===== src/rtl/core/ace_pkg.sv =====
// ----------------------------------------------------------------------------
// ace_pkg
// Types, codes and constants shared by the address claim engine modules.
// ----------------------------------------------------------------------------
package ace_pkg;

  localparam int MAP_DEPTH      = 256;
  localparam int MAP_AW         = $clog2(MAP_DEPTH);
  localparam int DYN_START      = 128;
  localparam int TIMER_BITS_DEF = 10;

  localparam logic [7:0]  NO_ADDR       = 8'hFE;
  localparam logic [7:0]  GLOBAL_ADDR   = 8'hFF;
  localparam logic [17:0] PGN_REQUEST   = 18'h0EA00;
  localparam logic [17:0] PGN_COMMANDED = 18'h0FED8;
  localparam logic [23:0] PGN_CLAIM     = 24'h00EE00;
  localparam logic [3:0]  COMMANDED_LEN = 4'd9;

  typedef enum logic [1:0] {OP_TICK, OP_FRAME, OP_VIOL, OP_OCC} opcode_t;

  typedef enum logic [1:0] {TX_NONE, TX_REQUEST, TX_CLAIM, TX_CANNOT} tx_kind_t;

  typedef enum logic [3:0] {
    PH_NONE, PH_WAIT, PH_SEND_REQ, PH_CONTENTION, PH_PREFERRED, PH_CONTEND,
    PH_ARBITRARY, PH_RECLAIM, PH_UNABLE, PH_COMPLETE
  } phase_t;

  typedef enum logic [1:0] {
    REG_OWN_NAME, REG_PREF_INIT, REG_CLAIM_DELAY, REG_CONTENTION
  } reg_idx_t;

  typedef enum logic [2:0] {
    CS_CLEAR, CS_IDLE, CS_LOOK, CS_TAKE, CS_SCAN, CS_EXEC
  } ctrl_state_t;

  typedef struct packed {
    logic clear_wr;
    logic take;
    logic look;
    logic capture;
    logic scan_start;
    logic scan;
    logic commit;
  } ace_cmd_t;

  typedef struct packed {
    logic clear_done;
    logic need_scan;
    logic scan_hit;
    logic out_free;
  } ace_status_t;

  // last address of the dynamic range per industry group
  function automatic logic [7:0] range_end(input logic [2:0] grp);
    logic [7:0] r;
    case (grp)
      3'd0: r = 8'd247;
      3'd1: r = 8'd158;
      3'd2: r = 8'd235;
      3'd3, 3'd4, 3'd5: r = 8'd207;
      default: r = 8'(DYN_START);
    endcase
    return r;
  endfunction

endpackage


===== src/rtl/core/ace_in_if.sv =====
// ----------------------------------------------------------------------------
// ace_in_if
// Input item channel of the address claim engine.
// ----------------------------------------------------------------------------
interface ace_in_if;
  logic        valid;
  logic        ready;
  logic [1:0]  opcode;
  logic [17:0] frame_pgn;
  logic [23:0] requested_pgn;
  logic [7:0]  dest_address;
  logic [7:0]  source_address;
  logic [3:0]  data_length;
  logic        to_known_node;
  logic [63:0] target_name;
  logic [7:0]  addr_value;
  logic        occupied;
  logic [63:0] occupant_name;
  logic        tx_ok;

  modport source (
    output valid, opcode, frame_pgn, requested_pgn, dest_address, source_address,
           data_length, to_known_node, target_name, addr_value, occupied,
           occupant_name, tx_ok,
    input  ready
  );
  modport sink (
    input  valid, opcode, frame_pgn, requested_pgn, dest_address, source_address,
           data_length, to_known_node, target_name, addr_value, occupied,
           occupant_name, tx_ok,
    output ready
  );
endinterface


===== src/rtl/core/ace_out_if.sv =====
// ----------------------------------------------------------------------------
// ace_out_if
// Result channel of the address claim engine.
// ----------------------------------------------------------------------------
interface ace_out_if;
  logic       valid;
  logic       ready;
  logic [1:0] tx_kind;
  logic [7:0] tx_address;
  logic       claimed;
  logic       violation;
  logic [3:0] claim_state;
  logic [7:0] own_address;

  modport source (
    output valid, tx_kind, tx_address, claimed, violation, claim_state, own_address,
    input  ready
  );
  modport sink (
    input  valid, tx_kind, tx_address, claimed, violation, claim_state, own_address,
    output ready
  );
endinterface


===== src/rtl/core/ace_ram.sv =====
// ----------------------------------------------------------------------------
// ace_ram
// Generic simple dual port RAM with registered read.
// ----------------------------------------------------------------------------
module ace_ram #(
  parameter int WIDTH = 1,
  parameter int DEPTH = 256
) (
  input  logic                     clk,
  input  logic                     we,
  input  logic [$clog2(DEPTH)-1:0] waddr,
  input  logic [WIDTH-1:0]         wdata,
  input  logic [$clog2(DEPTH)-1:0] raddr,
  output logic [WIDTH-1:0]         rdata
);
  logic [WIDTH-1:0] mem [DEPTH];

  always_ff @(posedge clk) begin
    if (we) begin
      mem[waddr] <= wdata;
    end
    rdata <= mem[raddr];
  end
endmodule


===== src/rtl/core/ace_ctrl.sv =====
// ----------------------------------------------------------------------------
// ace_ctrl
// Sequencer: map clearing, item intake, map lookup, free address scan, commit.
// ----------------------------------------------------------------------------
module ace_ctrl
  import ace_pkg::*;
(
  input  logic        clk,
  input  logic        rst,
  input  logic        in_valid,
  output logic        in_ready,
  input  ace_status_t status,
  output ace_cmd_t    cmd
);
  ctrl_state_t state, state_next;

  always_ff @(posedge clk) begin
    if (rst) begin
      state <= CS_CLEAR;
    end else begin
      state <= state_next;
    end
  end

  always_comb begin
    state_next = state;
    cmd        = '0;
    in_ready   = 1'b0;
    case (state)
      CS_CLEAR: begin
        cmd.clear_wr = 1'b1;
        if (status.clear_done) state_next = CS_IDLE;
      end
      CS_IDLE: begin
        in_ready = 1'b1;
        cmd.take = in_valid;
        if (in_valid) state_next = CS_LOOK;
      end
      CS_LOOK: begin
        cmd.look   = 1'b1;
        state_next = CS_TAKE;
      end
      CS_TAKE: begin
        cmd.capture = 1'b1;
        if (status.need_scan) begin
          cmd.scan_start = 1'b1;
          state_next     = CS_SCAN;
        end else begin
          state_next = CS_EXEC;
        end
      end
      CS_SCAN: begin
        cmd.scan = 1'b1;
        if (status.scan_hit) state_next = CS_EXEC;
      end
      CS_EXEC: begin
        if (status.out_free) begin
          cmd.commit = 1'b1;
          state_next = CS_IDLE;
        end
      end
      default: state_next = CS_CLEAR;
    endcase
  end
endmodule


===== src/rtl/core/ace_dp.sv =====
// ----------------------------------------------------------------------------
// ace_dp
// Datapath: item latch, claim state, occupancy map, scan unit, result register.
// ----------------------------------------------------------------------------
module ace_dp
  import ace_pkg::*;
#(
  parameter int TIMER_BITS = TIMER_BITS_DEF
) (
  input  logic        clk,
  input  logic        rst,
  ace_in_if.sink      item_in,
  ace_out_if.source   result_out,
  input  ace_cmd_t    cmd,
  output ace_status_t status,
  input  logic [63:0] own_name,
  input  logic [7:0]  claim_delay_ms,
  input  logic [9:0]  contention_ms,
  input  logic        pref_load,
  input  logic [7:0]  pref_value
);
  localparam int CW = (TIMER_BITS > 10) ? TIMER_BITS : 10;
  localparam logic [TIMER_BITS-1:0] TIMER_MAX = '1;

  // latched item
  opcode_t     opcode;
  logic [17:0] frame_pgn;
  logic [23:0] requested_pgn;
  logic [7:0]  dest_address, source_address, addr_value;
  logic [3:0]  data_length;
  logic        to_known_node, occupied, tx_ok;
  logic [63:0] target_name, occupant_name;

  // claim state
  phase_t                phase, phase_next;
  logic [TIMER_BITS-1:0] elapsed, elapsed_next, el_inc;
  logic [7:0]            held, held_next, pref, pref_next;

  // map and scan
  logic              ram_we, ram_rd;
  logic [MAP_AW-1:0] ram_waddr, ram_raddr, clr_cnt;
  logic              ram_wdata;
  logic              taken;
  logic [7:0]        scan_addr, chk_addr, found_addr, end_addr;
  logic              chk_vld, found;

  // result
  tx_kind_t   tx_kind;
  logic [7:0] tx_address;
  logic       claimed, violation, enter;
  logic       out_valid;

  assign end_addr = range_end(own_name[62:60]);

  always_ff @(posedge clk) begin
    if (cmd.take) begin
      opcode         <= opcode_t'(item_in.opcode);
      frame_pgn      <= item_in.frame_pgn;
      requested_pgn  <= item_in.requested_pgn;
      dest_address   <= item_in.dest_address;
      source_address <= item_in.source_address;
      data_length    <= item_in.data_length;
      to_known_node  <= item_in.to_known_node;
      target_name    <= item_in.target_name;
      addr_value     <= item_in.addr_value;
      occupied       <= item_in.occupied;
      occupant_name  <= item_in.occupant_name;
      tx_ok          <= item_in.tx_ok;
    end
  end

  // map port selection
  always_comb begin
    ram_we    = 1'b0;
    ram_waddr = clr_cnt;
    ram_wdata = 1'b0;
    if (cmd.clear_wr) begin
      ram_we = 1'b1;
    end else if (cmd.commit && opcode == OP_OCC) begin
      ram_we    = 1'b1;
      ram_waddr = MAP_AW'(addr_value);
      ram_wdata = occupied;
    end
    if (cmd.scan) begin
      ram_raddr = MAP_AW'(scan_addr);
    end else if (opcode == OP_FRAME) begin
      ram_raddr = MAP_AW'(addr_value);
    end else begin
      ram_raddr = MAP_AW'(pref);
    end
  end

  ace_ram #(.WIDTH(1), .DEPTH(MAP_DEPTH)) u_map (
    .clk  (clk),
    .we   (ram_we),
    .waddr(ram_waddr),
    .wdata(ram_wdata),
    .raddr(ram_raddr),
    .rdata(ram_rd)
  );

  always_ff @(posedge clk) begin
    if (rst) begin
      clr_cnt <= '0;
    end else if (cmd.clear_wr) begin
      clr_cnt <= clr_cnt + 1'b1;
    end
  end

  // scan pipeline: one map entry read per cycle, checked against the registered map read data
  always_ff @(posedge clk) begin
    if (cmd.capture) taken <= ram_rd;
    if (cmd.scan_start) begin
      scan_addr <= 8'(DYN_START);
      chk_vld   <= 1'b0;
    end else if (cmd.scan) begin
      scan_addr <= scan_addr + 8'd1;
      chk_addr  <= scan_addr;
      chk_vld   <= 1'b1;
      if (status.scan_hit) begin
        found      <= !ram_rd;
        found_addr <= chk_addr;
      end
    end
  end

  assign status.clear_done = (clr_cnt == '1);
  assign status.need_scan  = (opcode == OP_TICK) && (phase == PH_ARBITRARY);
  assign status.scan_hit   = chk_vld && (!ram_rd || chk_addr == end_addr);
  assign status.out_free   = !out_valid || result_out.ready;

  assign el_inc = (elapsed == TIMER_MAX) ? elapsed : elapsed + 1'b1;

  function automatic logic expired(input logic [TIMER_BITS-1:0] el,
                                   input logic [9:0] dly);
    return (CW'(el) >= CW'(dly)) || (el == TIMER_MAX);
  endfunction

  // item execution
  always_comb begin
    phase_next = phase;
    held_next  = held;
    pref_next  = pref;
    tx_kind    = TX_NONE;
    tx_address = 8'd0;
    claimed    = 1'b0;
    violation  = 1'b0;
    enter      = 1'b0;
    elapsed_next = elapsed;
    case (opcode)
      OP_TICK: begin
        elapsed_next = el_inc;
        case (phase)
          PH_NONE: begin
            phase_next = PH_WAIT; enter = 1'b1;
          end
          PH_WAIT: begin
            if (expired(el_inc, {2'b00, claim_delay_ms})) begin
              phase_next = PH_SEND_REQ; enter = 1'b1;
            end
          end
          PH_SEND_REQ: begin
            tx_kind = TX_REQUEST; tx_address = NO_ADDR;
            if (tx_ok) begin
              phase_next = PH_CONTENTION; enter = 1'b1;
            end
          end
          PH_CONTENTION: begin
            if (expired(el_inc, contention_ms)) begin
              enter = 1'b1;
              if (pref != NO_ADDR && !taken) begin
                phase_next = PH_PREFERRED;
              end else if (own_name[63]) begin
                phase_next = PH_ARBITRARY;
              end else if (pref != NO_ADDR && taken && occupant_name > own_name) begin
                phase_next = PH_CONTEND;
              end else begin
                phase_next = PH_UNABLE;
                tx_kind = TX_CANNOT; tx_address = NO_ADDR;
                if (tx_ok) held_next = NO_ADDR;
              end
            end
          end
          PH_PREFERRED, PH_CONTEND: begin
            tx_kind = TX_CLAIM; tx_address = pref; enter = 1'b1;
            if (tx_ok) begin
              held_next = pref; claimed = 1'b1; phase_next = PH_COMPLETE;
            end else begin
              phase_next = PH_NONE;
            end
          end
          PH_ARBITRARY: begin
            enter = 1'b1;
            if (found && tx_ok) begin
              tx_kind = TX_CLAIM; tx_address = found_addr;
              held_next = found_addr; claimed = 1'b1;
              if (pref == NO_ADDR) pref_next = found_addr;
              phase_next = PH_COMPLETE;
            end else begin
              tx_kind = TX_CANNOT; tx_address = NO_ADDR;
              if (tx_ok) held_next = NO_ADDR;
              phase_next = PH_UNABLE;
            end
          end
          PH_RECLAIM: begin
            tx_kind = TX_CLAIM; tx_address = held;
            if (tx_ok) begin
              claimed = 1'b1; phase_next = PH_COMPLETE; enter = 1'b1;
            end
          end
          default: ;
        endcase
      end
      OP_FRAME: begin
        if (frame_pgn == PGN_REQUEST) begin
          if (requested_pgn == PGN_CLAIM && phase == PH_COMPLETE &&
              (dest_address == GLOBAL_ADDR || (held < NO_ADDR && held == dest_address))) begin
            phase_next = PH_RECLAIM; enter = 1'b1;
          end
        end else if (frame_pgn == PGN_COMMANDED) begin
          if (!to_known_node && data_length == COMMANDED_LEN && target_name == own_name &&
              phase == PH_COMPLETE && own_name[63] && addr_value < NO_ADDR) begin
            pref_next = addr_value;
            if (!taken) begin
              phase_next = PH_PREFERRED; enter = 1'b1;
            end else if (occupant_name < own_name) begin
              phase_next = PH_ARBITRARY; enter = 1'b1;
            end
          end
        end
      end
      OP_VIOL: begin
        if (source_address != GLOBAL_ADDR && source_address != NO_ADDR &&
            source_address == held && phase == PH_COMPLETE) begin
          phase_next = PH_RECLAIM; enter = 1'b1; violation = 1'b1;
        end
      end
      default: ;
    endcase
    if (enter) elapsed_next = '0;
  end

  always_ff @(posedge clk) begin
    if (rst) begin
      phase   <= PH_NONE;
      elapsed <= '0;
      held    <= NO_ADDR;
      pref    <= NO_ADDR;
    end else if (pref_load) begin
      pref <= pref_value;
    end else if (cmd.commit) begin
      phase   <= phase_next;
      elapsed <= elapsed_next;
      held    <= held_next;
      pref    <= pref_next;
    end
  end

  // result register
  always_ff @(posedge clk) begin
    if (rst) begin
      out_valid <= 1'b0;
    end else if (cmd.commit) begin
      out_valid <= 1'b1;
    end else if (result_out.ready) begin
      out_valid <= 1'b0;
    end
  end

  always_ff @(posedge clk) begin
    if (cmd.commit) begin
      result_out.tx_kind     <= tx_kind;
      result_out.tx_address  <= tx_address;
      result_out.claimed     <= claimed;
      result_out.violation   <= violation;
      result_out.claim_state <= phase_next;
      result_out.own_address <= held_next;
    end
  end

  assign result_out.valid = out_valid;
endmodule


===== src/rtl/core/address_claim_engine_core.sv =====
// ----------------------------------------------------------------------------
// address_claim_engine_core
// Address claim engine for one CAN node, with APB configuration registers.
// ----------------------------------------------------------------------------
// flow: an accepted item passes the look and take states, and a tick in the
//   arbitrary phase then runs the free address scan, one map entry a cycle;
//   the result is loaded in the exec state once the result register is free
// intake: one item at a time, next item taken the cycle after its result
//   is loaded; reset: synchronous, then the occupancy map is cleared in one
//   pass over all 256 entries, during which no item is taken
module address_claim_engine_core
  import ace_pkg::*;
#(
  parameter int TIMER_BITS = TIMER_BITS_DEF
) (
  input  logic        clk,
  input  logic        rst,
  ace_in_if.sink      item_in,
  ace_out_if.source   result_out,
  input  logic        psel,
  input  logic        penable,
  input  logic        pwrite,
  input  logic [4:0]  paddr,
  input  logic [63:0] pwdata,
  output logic [63:0] prdata,
  output logic        pready
);
  ace_cmd_t    cmd;
  ace_status_t status;

  logic [63:0] own_name;
  logic [7:0]  pref_init, claim_delay_ms;
  logic [9:0]  contention_ms;
  logic [7:0]  pref_wval;
  logic        cfg_wr, pref_load;
  reg_idx_t    reg_idx;

  assign pready    = 1'b1;
  assign cfg_wr    = psel && penable && pwrite && pready;
  assign reg_idx   = reg_idx_t'(paddr[4:3]);
  assign pref_wval = (pwdata[7:0] == GLOBAL_ADDR) ? NO_ADDR : pwdata[7:0];
  assign pref_load = cfg_wr && reg_idx == REG_PREF_INIT;

  always_ff @(posedge clk) begin
    if (rst) begin
      own_name       <= '0;
      pref_init      <= NO_ADDR;
      claim_delay_ms <= '0;
      contention_ms  <= 10'd250;
    end else if (cfg_wr) begin
      case (reg_idx)
        REG_OWN_NAME:    own_name       <= pwdata;
        REG_PREF_INIT:   pref_init      <= pref_wval;
        REG_CLAIM_DELAY: claim_delay_ms <= pwdata[7:0];
        REG_CONTENTION:  contention_ms  <= pwdata[9:0];
        default: ;
      endcase
    end
  end

  always_comb begin
    case (reg_idx)
      REG_OWN_NAME:    prdata = own_name;
      REG_PREF_INIT:   prdata = {56'd0, pref_init};
      REG_CLAIM_DELAY: prdata = {56'd0, claim_delay_ms};
      REG_CONTENTION:  prdata = {54'd0, contention_ms};
      default:         prdata = '0;
    endcase
  end

  ace_ctrl u_ctrl (
    .clk     (clk),
    .rst     (rst),
    .in_valid(item_in.valid),
    .in_ready(item_in.ready),
    .status  (status),
    .cmd     (cmd)
  );

  ace_dp #(.TIMER_BITS(TIMER_BITS)) u_dp (
    .clk           (clk),
    .rst           (rst),
    .item_in       (item_in),
    .result_out    (result_out),
    .cmd           (cmd),
    .status        (status),
    .own_name      (own_name),
    .claim_delay_ms(claim_delay_ms),
    .contention_ms (contention_ms),
    .pref_load     (pref_load),
    .pref_value    (pref_wval)
  );

  // a claimed beat always carries an address claim frame
  a_claim_kind: assert property (@(posedge clk) disable iff (rst)
    result_out.valid && result_out.claimed |-> result_out.tx_kind == TX_CLAIM)
    else $error("claimed without claim frame");

  // one item in flight: no intake right after an accept
  a_one_item: assert property (@(posedge clk) disable iff (rst)
    item_in.valid && item_in.ready |=> !item_in.ready)
    else $error("second item taken while busy");

  // the held address never reads as the global address
  a_held_addr: assert property (@(posedge clk) disable iff (rst)
    result_out.valid |-> result_out.own_address != GLOBAL_ADDR)
    else $error("held address is global");

  // a result is only loaded while the result register is free and no map scan runs
  a_commit_free: assert property (@(posedge clk) disable iff (rst)
    cmd.commit |-> status.out_free && !cmd.scan)
    else $error("commit while result pending");
endmodule

===== src/flat_wrapper.sv =====
// flat-port wrapper written by rule: the top's interface ports become plain ports
module address_claim_engine_core_flat import ace_pkg::*;
#(
  parameter int TIMER_BITS = TIMER_BITS_DEF
)
  (clk, rst, psel, penable, pwrite, paddr, pwdata, prdata, pready, item_in_valid, item_in_opcode, item_in_frame_pgn, item_in_requested_pgn, item_in_dest_address, item_in_source_address, item_in_data_length, item_in_to_known_node, item_in_target_name, item_in_addr_value, item_in_occupied, item_in_occupant_name, item_in_tx_ok, item_in_ready, result_out_valid, result_out_tx_kind, result_out_tx_address, result_out_claimed, result_out_violation, result_out_claim_state, result_out_own_address, result_out_ready);
  ace_in_if item_in_i ();
  ace_out_if result_out_i ();
  input  logic clk;
  input  logic rst;
  input  logic psel;
  input  logic penable;
  input  logic pwrite;
  input  logic [4:0] paddr;
  input  logic [63:0] pwdata;
  output logic [63:0] prdata;
  output logic pready;
  input wire logic [$bits(item_in_i.valid)-1:0] item_in_valid;
  input wire logic [$bits(item_in_i.opcode)-1:0] item_in_opcode;
  input wire logic [$bits(item_in_i.frame_pgn)-1:0] item_in_frame_pgn;
  input wire logic [$bits(item_in_i.requested_pgn)-1:0] item_in_requested_pgn;
  input wire logic [$bits(item_in_i.dest_address)-1:0] item_in_dest_address;
  input wire logic [$bits(item_in_i.source_address)-1:0] item_in_source_address;
  input wire logic [$bits(item_in_i.data_length)-1:0] item_in_data_length;
  input wire logic [$bits(item_in_i.to_known_node)-1:0] item_in_to_known_node;
  input wire logic [$bits(item_in_i.target_name)-1:0] item_in_target_name;
  input wire logic [$bits(item_in_i.addr_value)-1:0] item_in_addr_value;
  input wire logic [$bits(item_in_i.occupied)-1:0] item_in_occupied;
  input wire logic [$bits(item_in_i.occupant_name)-1:0] item_in_occupant_name;
  input wire logic [$bits(item_in_i.tx_ok)-1:0] item_in_tx_ok;
  output wire logic [$bits(item_in_i.ready)-1:0] item_in_ready;
  output wire logic [$bits(result_out_i.valid)-1:0] result_out_valid;
  output wire logic [$bits(result_out_i.tx_kind)-1:0] result_out_tx_kind;
  output wire logic [$bits(result_out_i.tx_address)-1:0] result_out_tx_address;
  output wire logic [$bits(result_out_i.claimed)-1:0] result_out_claimed;
  output wire logic [$bits(result_out_i.violation)-1:0] result_out_violation;
  output wire logic [$bits(result_out_i.claim_state)-1:0] result_out_claim_state;
  output wire logic [$bits(result_out_i.own_address)-1:0] result_out_own_address;
  input wire logic [$bits(result_out_i.ready)-1:0] result_out_ready;
  assign item_in_i.valid = item_in_valid;
  assign item_in_i.opcode = item_in_opcode;
  assign item_in_i.frame_pgn = item_in_frame_pgn;
  assign item_in_i.requested_pgn = item_in_requested_pgn;
  assign item_in_i.dest_address = item_in_dest_address;
  assign item_in_i.source_address = item_in_source_address;
  assign item_in_i.data_length = item_in_data_length;
  assign item_in_i.to_known_node = item_in_to_known_node;
  assign item_in_i.target_name = item_in_target_name;
  assign item_in_i.addr_value = item_in_addr_value;
  assign item_in_i.occupied = item_in_occupied;
  assign item_in_i.occupant_name = item_in_occupant_name;
  assign item_in_i.tx_ok = item_in_tx_ok;
  assign item_in_ready = item_in_i.ready;
  assign result_out_valid = result_out_i.valid;
  assign result_out_tx_kind = result_out_i.tx_kind;
  assign result_out_tx_address = result_out_i.tx_address;
  assign result_out_claimed = result_out_i.claimed;
  assign result_out_violation = result_out_i.violation;
  assign result_out_claim_state = result_out_i.claim_state;
  assign result_out_own_address = result_out_i.own_address;
  assign result_out_i.ready = result_out_ready;
  address_claim_engine_core #(.TIMER_BITS(TIMER_BITS)) u_core (.clk(clk), .rst(rst), .item_in(item_in_i), .result_out(result_out_i), .psel(psel), .penable(penable), .pwrite(pwrite), .paddr(paddr), .pwdata(pwdata), .prdata(prdata), .pready(pready));
endmodule

===== config.mk =====
export PLATFORM = sky130hd
export DESIGN_NAME = address_claim_engine_core_flat
export DESIGN_NICKNAME = d
export VERILOG_FILES = /design/src/rtl/core/ace_pkg.sv /design/src/rtl/core/ace_in_if.sv /design/src/rtl/core/ace_out_if.sv /design/src/rtl/core/ace_ram.sv /design/src/rtl/core/ace_ctrl.sv /design/src/rtl/core/ace_dp.sv /design/src/rtl/core/address_claim_engine_core.sv /design/src/flat_wrapper.sv
export SDC_FILE = /design/constraint.sdc
export NUM_CORES = 1
export LEC_CHECK = 0
export BUFFER_PORTS_ARGS = -buffer_cell sky130_fd_sc_hd__buf_2
export CAP_MARGIN = 20
export CORE_ASPECT_RATIO = 0.9
export CORE_MARGIN = 3
export CORE_UTILIZATION = 45
export DETAILED_ROUTE_END_ITERATION = 16
export GPL_TIMING_DRIVEN = 0
export SYNTH_ARGS = -nofsm -noshare
export SYNTH_HDL_FRONTEND = slang
export SYNTH_SLANG_ARGS = --single-unit

===== constraint.sdc =====
create_clock -name clk -period 10.1 [get_ports clk]
set_clock_uncertainty 0.05 [all_clocks]
set_input_delay 2.02 -clock clk [delete_from_list [all_inputs] [get_ports clk]]
set_output_delay 2.02 -clock clk [all_outputs]
set_load 0.02 [all_outputs]

# Word-level counts from Yosys, hierarchy flattened
# Memory sizes are Yosys's and may differ from the RTL's. A register that Yosys moved wholly into a read port is not among the register bits.
# Cells that the tools add are included.
# Widths: inputs -> output; s select.
[word_totals]
regBits = 386
mem_bits_rw = 256
in_bits = 279
out_inout_bits = 91
wordCells = 246
n_memories = 1
[classes]
add_sub_neg = 3
order_cmp = 6
n_eq_ne = 51
n_mux = 94
bitwise = 2
n_reduce_logical = 54
[memory_table]
columns = ["name", "words", "word_bits", "read_ports", "rd_clocked_by_memory_dff", "wr", "line", "source"]
rows = [
  ["u_core.u_dp.u_map.mem", 256, 1, 1, 1, 1, "ace_ram.sv:16", "logic [WIDTH-1:0] mem [DEPTH];"],
]
[op_table]
columns = ["op", "count"]
rows = [
  ["$pmux 64 s4", 1],
  ["$mux 8", 26],
  ["$eq 64x64->1", 1],
  ["$gt 64x64->1", 1],
  ["$lt 64x64->1", 1],
  ["$mux 4", 15],
  ["$pmux 8 s5", 1],
  ["$eq 18x16->1 const B", 2],
  ["$eq 8x8->1 const B", 4],
  ["$mux 10", 3],
  ["$mux 1", 29],
  ["$pmux 4 s7", 1],
  ["$pmux 7 s4", 1],
  ["$eq 24x16->1 const B", 1],
  ["$eq 8x8->1", 3],
  ["$ne 8x8->1 const B", 3],
  ["$pmux 8 s3", 1],
  ["$logic_and 1x1->1", 21],
  ["$eq 10x10->1 const B", 2],
  ["$pmux 3 s6", 1],
  ["$add 8x1->8 const B", 2],
  ["$eq 4x3->1 const B", 4],
  ["$lt 8x8->1 const B", 2],
  ["$pmux 8 s2", 1],
  ["37 further kinds", 83],
]

# Logic depth before layout (Yosys ltp)
[depth]
depth_word = 12
ltp_mapped = 19
depth_no_buf = 16

# Worst setup path before layout
# Ideal clock, no wire load.
[synth_timing]
path_type = "input -> register"
start = "input port result_out_ready"
end = "memory u_core.u_dp.u_map.mem[0] (data pin)"
t_arrival_ns = 6.858
path_slack_ns = 2.322
stages = 7
cell_sequence = "nand2b_1 -> nand3_1 -> inv_1 -> and3_1 -> clkbuf_1 -> clkbuf_1 -> and2_1"
[synth_rtl]
columns = ["element", "line", "source"]
rows = [
  ["start, declared", "flat_wrapper.sv:39", "input wire logic [$bits(result_out_i.ready)-1:0] result_out_ready;"],
  ["end, declared", "ace_ram.sv:16", ""],
]

# Worst setup path in the final report
[layout_timing]
start = "input port paddr[3]"
end = "output port prdata[38]"
[layout_via]
elab_chain_len = 2
[layout_rtl]
columns = ["element", "line", "source"]
rows = [
  ["start, declared", "flat_wrapper.sv:14", "input logic [4:0] paddr;"],
  ["$eq 2x2->1 (tied with other cells)", "address_claim_engine_core.sv:62", "case (reg_idx)"],
  ["$pmux 64 s4 *", "address_claim_engine_core.sv:62", ""],
  ["end, declared", "flat_wrapper.sv:16", "output logic [63:0] prdata;"],
]
# Mark *: on every way between the ends. The rest lies on a longest branch, timed or not.

==> out/results.ini <==
[global_routing]
grt_pass1_vias = 23080
grt_usage = 0.290
antenna_found_initial = 22
grt_overflow = 0
grt_max_degree = 94
grt_pass1_wl_mm = 151

[floorplan]
die_h_um = 252
initial_core_util = 0.458
die-area_um2 = 70400
io_pins = 370
core.rowCount = 89
core_area_um2 = 66000
dieWidth_um = 279

[drt]
wl_per_cell_um = 25.1
firstDrtPassIters = 6
drt_iter0_markers = 2947
wl_mm = 104
vias = 24137
ant_nets = 0
drc = 0
vias_per_cell = 5.83

[place]
post-dp-hpwl_mm = 78.8
place.gp.congestion = 0.988
dpl_worst_slack_ns = 3.62
portBuffers = 364
place_area_um2 = 33300

[sta]
max_slew.worst_pin.slew_ns = 1.18
rsz0062_at_grt = no
slew_headroom = 0.208
fmaxAchievable_mhz = 154
timing.final.ws_setup_ns = 3.59
drv_slew = 0
holdWs_ns = 0.391
fin_crit_ns = 6.51
finalHoldViolCount = 0
setup_viol = 0
finalCritPeriodShare = 0.644

[power]
vdd_drop_max_uv = 137
p_leak_nw = 13.4
power.switching_w = 0.00124
p_per_area_nw_per_um2 = 160
p_seq_frac = 0.498
switching_share = 0.216
clkPwrFrac = 0.468
p_comb_frac = 0.035
p_int_w = 0.00449

[worst_setup_path]
path_max_fanout = 10
end_kind = output port
cp_cell_sequence = buf_2 -> buf_1 -> clkbuf_1 -> clkbuf_1 -> nor3_1 -> buf_2
critical_path.startpoint_type = primary input
setup.worst_path.class = in2out
critPathRequiredTime_ns = 8.03
arrival_ns = 4.44
slowest_stage = clkbuf_1
path_buf_inv = 5
max_stage_delay_ns = 0.75
path_delay_family = buffers and inverters

[clock_network]
cts_setup_buffers = 0
htreeDepth = 3
cts_sinks = 643
clk_latency_ns = 0.63
cts.path.max_buffers = 3
cts_resized = 0
cts_root_buf = clkbuf_16
cts_hold_buf = 0
clkTransAtPathRegs_ns = 0.06
numCtsBuffers = 70
tritoncts = done

[logic_synthesis]
synthFlopType = edfxtp_1
synth_area_per_cell_um2 = 11.0
ys_seq_area_frac = 0.591
yosys.cell_types.count = 91
syn_inst = 2754
synthArstFlopShare = 0
synthMuxAreaShare = 0.0431
synthSimpleGateAreaFrac = 0.177
synthAdderAreaFrac = 0.0351
synthXorXnorAreaFrac = 0.0214
synth_warnings = 0
synth_edf_count = 501
syn_area_um2 = 30300
ys_ff_latch = 643
synth_compound_area_frac = 0.0944
synth_top_family_by_area = simple AND/OR/NAND/NOR gates
syn_nets = 3118

[final_layout]
finalCoreUtilization = 0.542
layout.nets = 3565
area.growth.synth_to_final_pct = 18.2
layout-drive-gt1-share = 0.178
final_cell_area_um2 = 35800

[status]
status = finished, final reports clean

[run]
cap_violations = 0

[hold_path]
hold_class = reg2reg

-- cells in the final DEF, fill, tap and decap left out, drive strengths merged, types with 19 or more instances in the layout --
cell and instances:
a31oi 21, ha 85, nor2 359, o21ai 76, nand2 383, xor2 41, nand2b 42, o211ai 19
clkbuf 213, mux4 32, a21oi 151, clkinv 20, and3 26, edfxtp 501, nand3 89, nand4 55
buf 414, xnor2 33, a21o 40, nor3 75, dfxtp 142, inv 116, mux2i 55, nor4 28
-- state kept, by name (all words and copies together) (netlist names), 10 cells and up --
name                       count
u_core.u_dp.frame_pgn         18
u_core.u_dp.elapsed           10
u_core.contention_ms          10
u_core.u_dp.u_map.mem        256
u_core.u_dp.requested_pgn     24
u_core.u_dp.target_name       64
u_core.u_dp.occupant_name     64
u_core.own_name               64
-- worst register-to-register path: cells and delay by family, from the launching register on --
kind / cells / cell delay [ns]
and+or+nand+nor: 4 / 0.97
adders and majority gates: 2 / 0.48
xor gates and xnor gates: 1 / 0.30
AOI/OAI and AO/OA: 7 / 1.55
buffers and inverters: 3 / 0.57
DFF: 1 / 0.48
-- stage by stage --
| stage | power [W] | TNS [ns] | std cells |
|---|---|---|---|
| after floorplan | 0.00299 | 0 | 2754 |
| after global placement | 0.00310 | -162.97 | 3982 |
| after detailed placement | 0.00310 | 0 | 3992 |
| after CTS | 0.00577 | 0 | 4121 |
| after global routing | 0.00589 | 0 | 4133 |
| final | 0.00573 | 0 | 4138 |
-- metal layers --
metal  GRT usage  vias up  wire length, um
li1            -    10928                -
met1       0.416    11856            44900
met5           0        -               42
met2       0.450     1142            46800
met3      0.0538      203             8690
met4      0.0879        8             3200
-- cells in the mapped netlist, types with 6 or more instances --
cell / n / area, um2
a2111oi_0: 11 / 96.3
a211oi_1: 13 / 97.6
a21o_1: 40 / 300
a21oi_1: 150 / 751
a22oi_1: 13 / 97.6
a2bb2oi_1: 8 / 70.1
a311oi_1: 8 / 70.1
a31oi_1: 20 / 125
and2_1: 6 / 37.5
and3_1: 26 / 163
buf_2: 21 / 105
buf_4: 6 / 45.0
buf_6: 7 / 78.8
clkbuf_1: 115 / 432
dfxtp_1: 142 / 2840
edfxtp_1: 501 / 15000
ha_1: 85 / 1060
inv_1: 111 / 417
mux2i_1: 55 / 551
mux4_2: 32 / 721
nand2_1: 383 / 1440
nand2b_1: 42 / 263
nand3_1: 89 / 445
nand3b_1: 12 / 90.1
nand4_1: 55 / 344
nor2_1: 357 / 1340
nor2b_1: 16 / 100
nor3_1: 73 / 365
nor4_1: 24 / 150
o2111ai_1: 7 / 61.3
o211ai_1: 19 / 143
o21a_1: 8 / 60.1
o21ai_0: 71 / 355
o22ai_1: 9 / 56.3
o31ai_1: 12 / 90.1
or3_1: 14 / 87.6
or4_1: 11 / 82.6
xnor2_1: 33 / 289
xor2_1: 41 / 359
-- power by group through the flow --
| stage | clock, W | sequential [W] | combinational (W) |
|---|---|---|---|
| finish | 0.00268 | 0.00285 | 0.000199 |
| global route | 0.00283 | 0.00285 | 0.000213 |
| CTS | 0.00272 | 0.00285 | 0.000197 |
| detailed placement | 0 | 0.00291 | 0.000195 |
| global placement | 0 | 0.00291 | 0.000191 |
| floorplan | 0 | 0.00290 | 0.0000836 |
-- final cells by class --
type	instances	area, um2
fillers	5874	30300
flip-flops and latches	643	17900
multi-input cells	1844	11200
repair buffers	375	2000
clock buffers	98	1970
well taps	864	1080
plain buffers	154	707
inverters	113	429
clock inverters	31	412
diodes	16	40.0
-- final timing paths --
kind | from | to | slack (ns) | cells after the start
min reg2reg | u_core.u_dp.scan_addr[3] | u_core.u_dp.chk_addr[3] | 0.39 | 0
max reg2reg | u_core.u_dp.elapsed[0] | u_core.u_dp.result_out.own_address[5] | 5.42 | 17
min | u_core.u_dp.scan_addr[3] | u_core.u_dp.chk_addr[3] | 0.39 | 0
max | paddr[3] | prdata[38] | 3.59 | 6
-- kinds of logic (layout without fill, tap and decap cells) --
logic type | after synthesis | count (layout)
simple gates | 1154 | 1154
flops | 643 | 643
compound gates | 440 | 440
buf+inv | 267 | 771
mux | 90 | 90
fa+ha+maj | 85 | 85
xor+xnor | 74 | 74
other cells | 1 | 17
(Power assumes the default switching activity.)
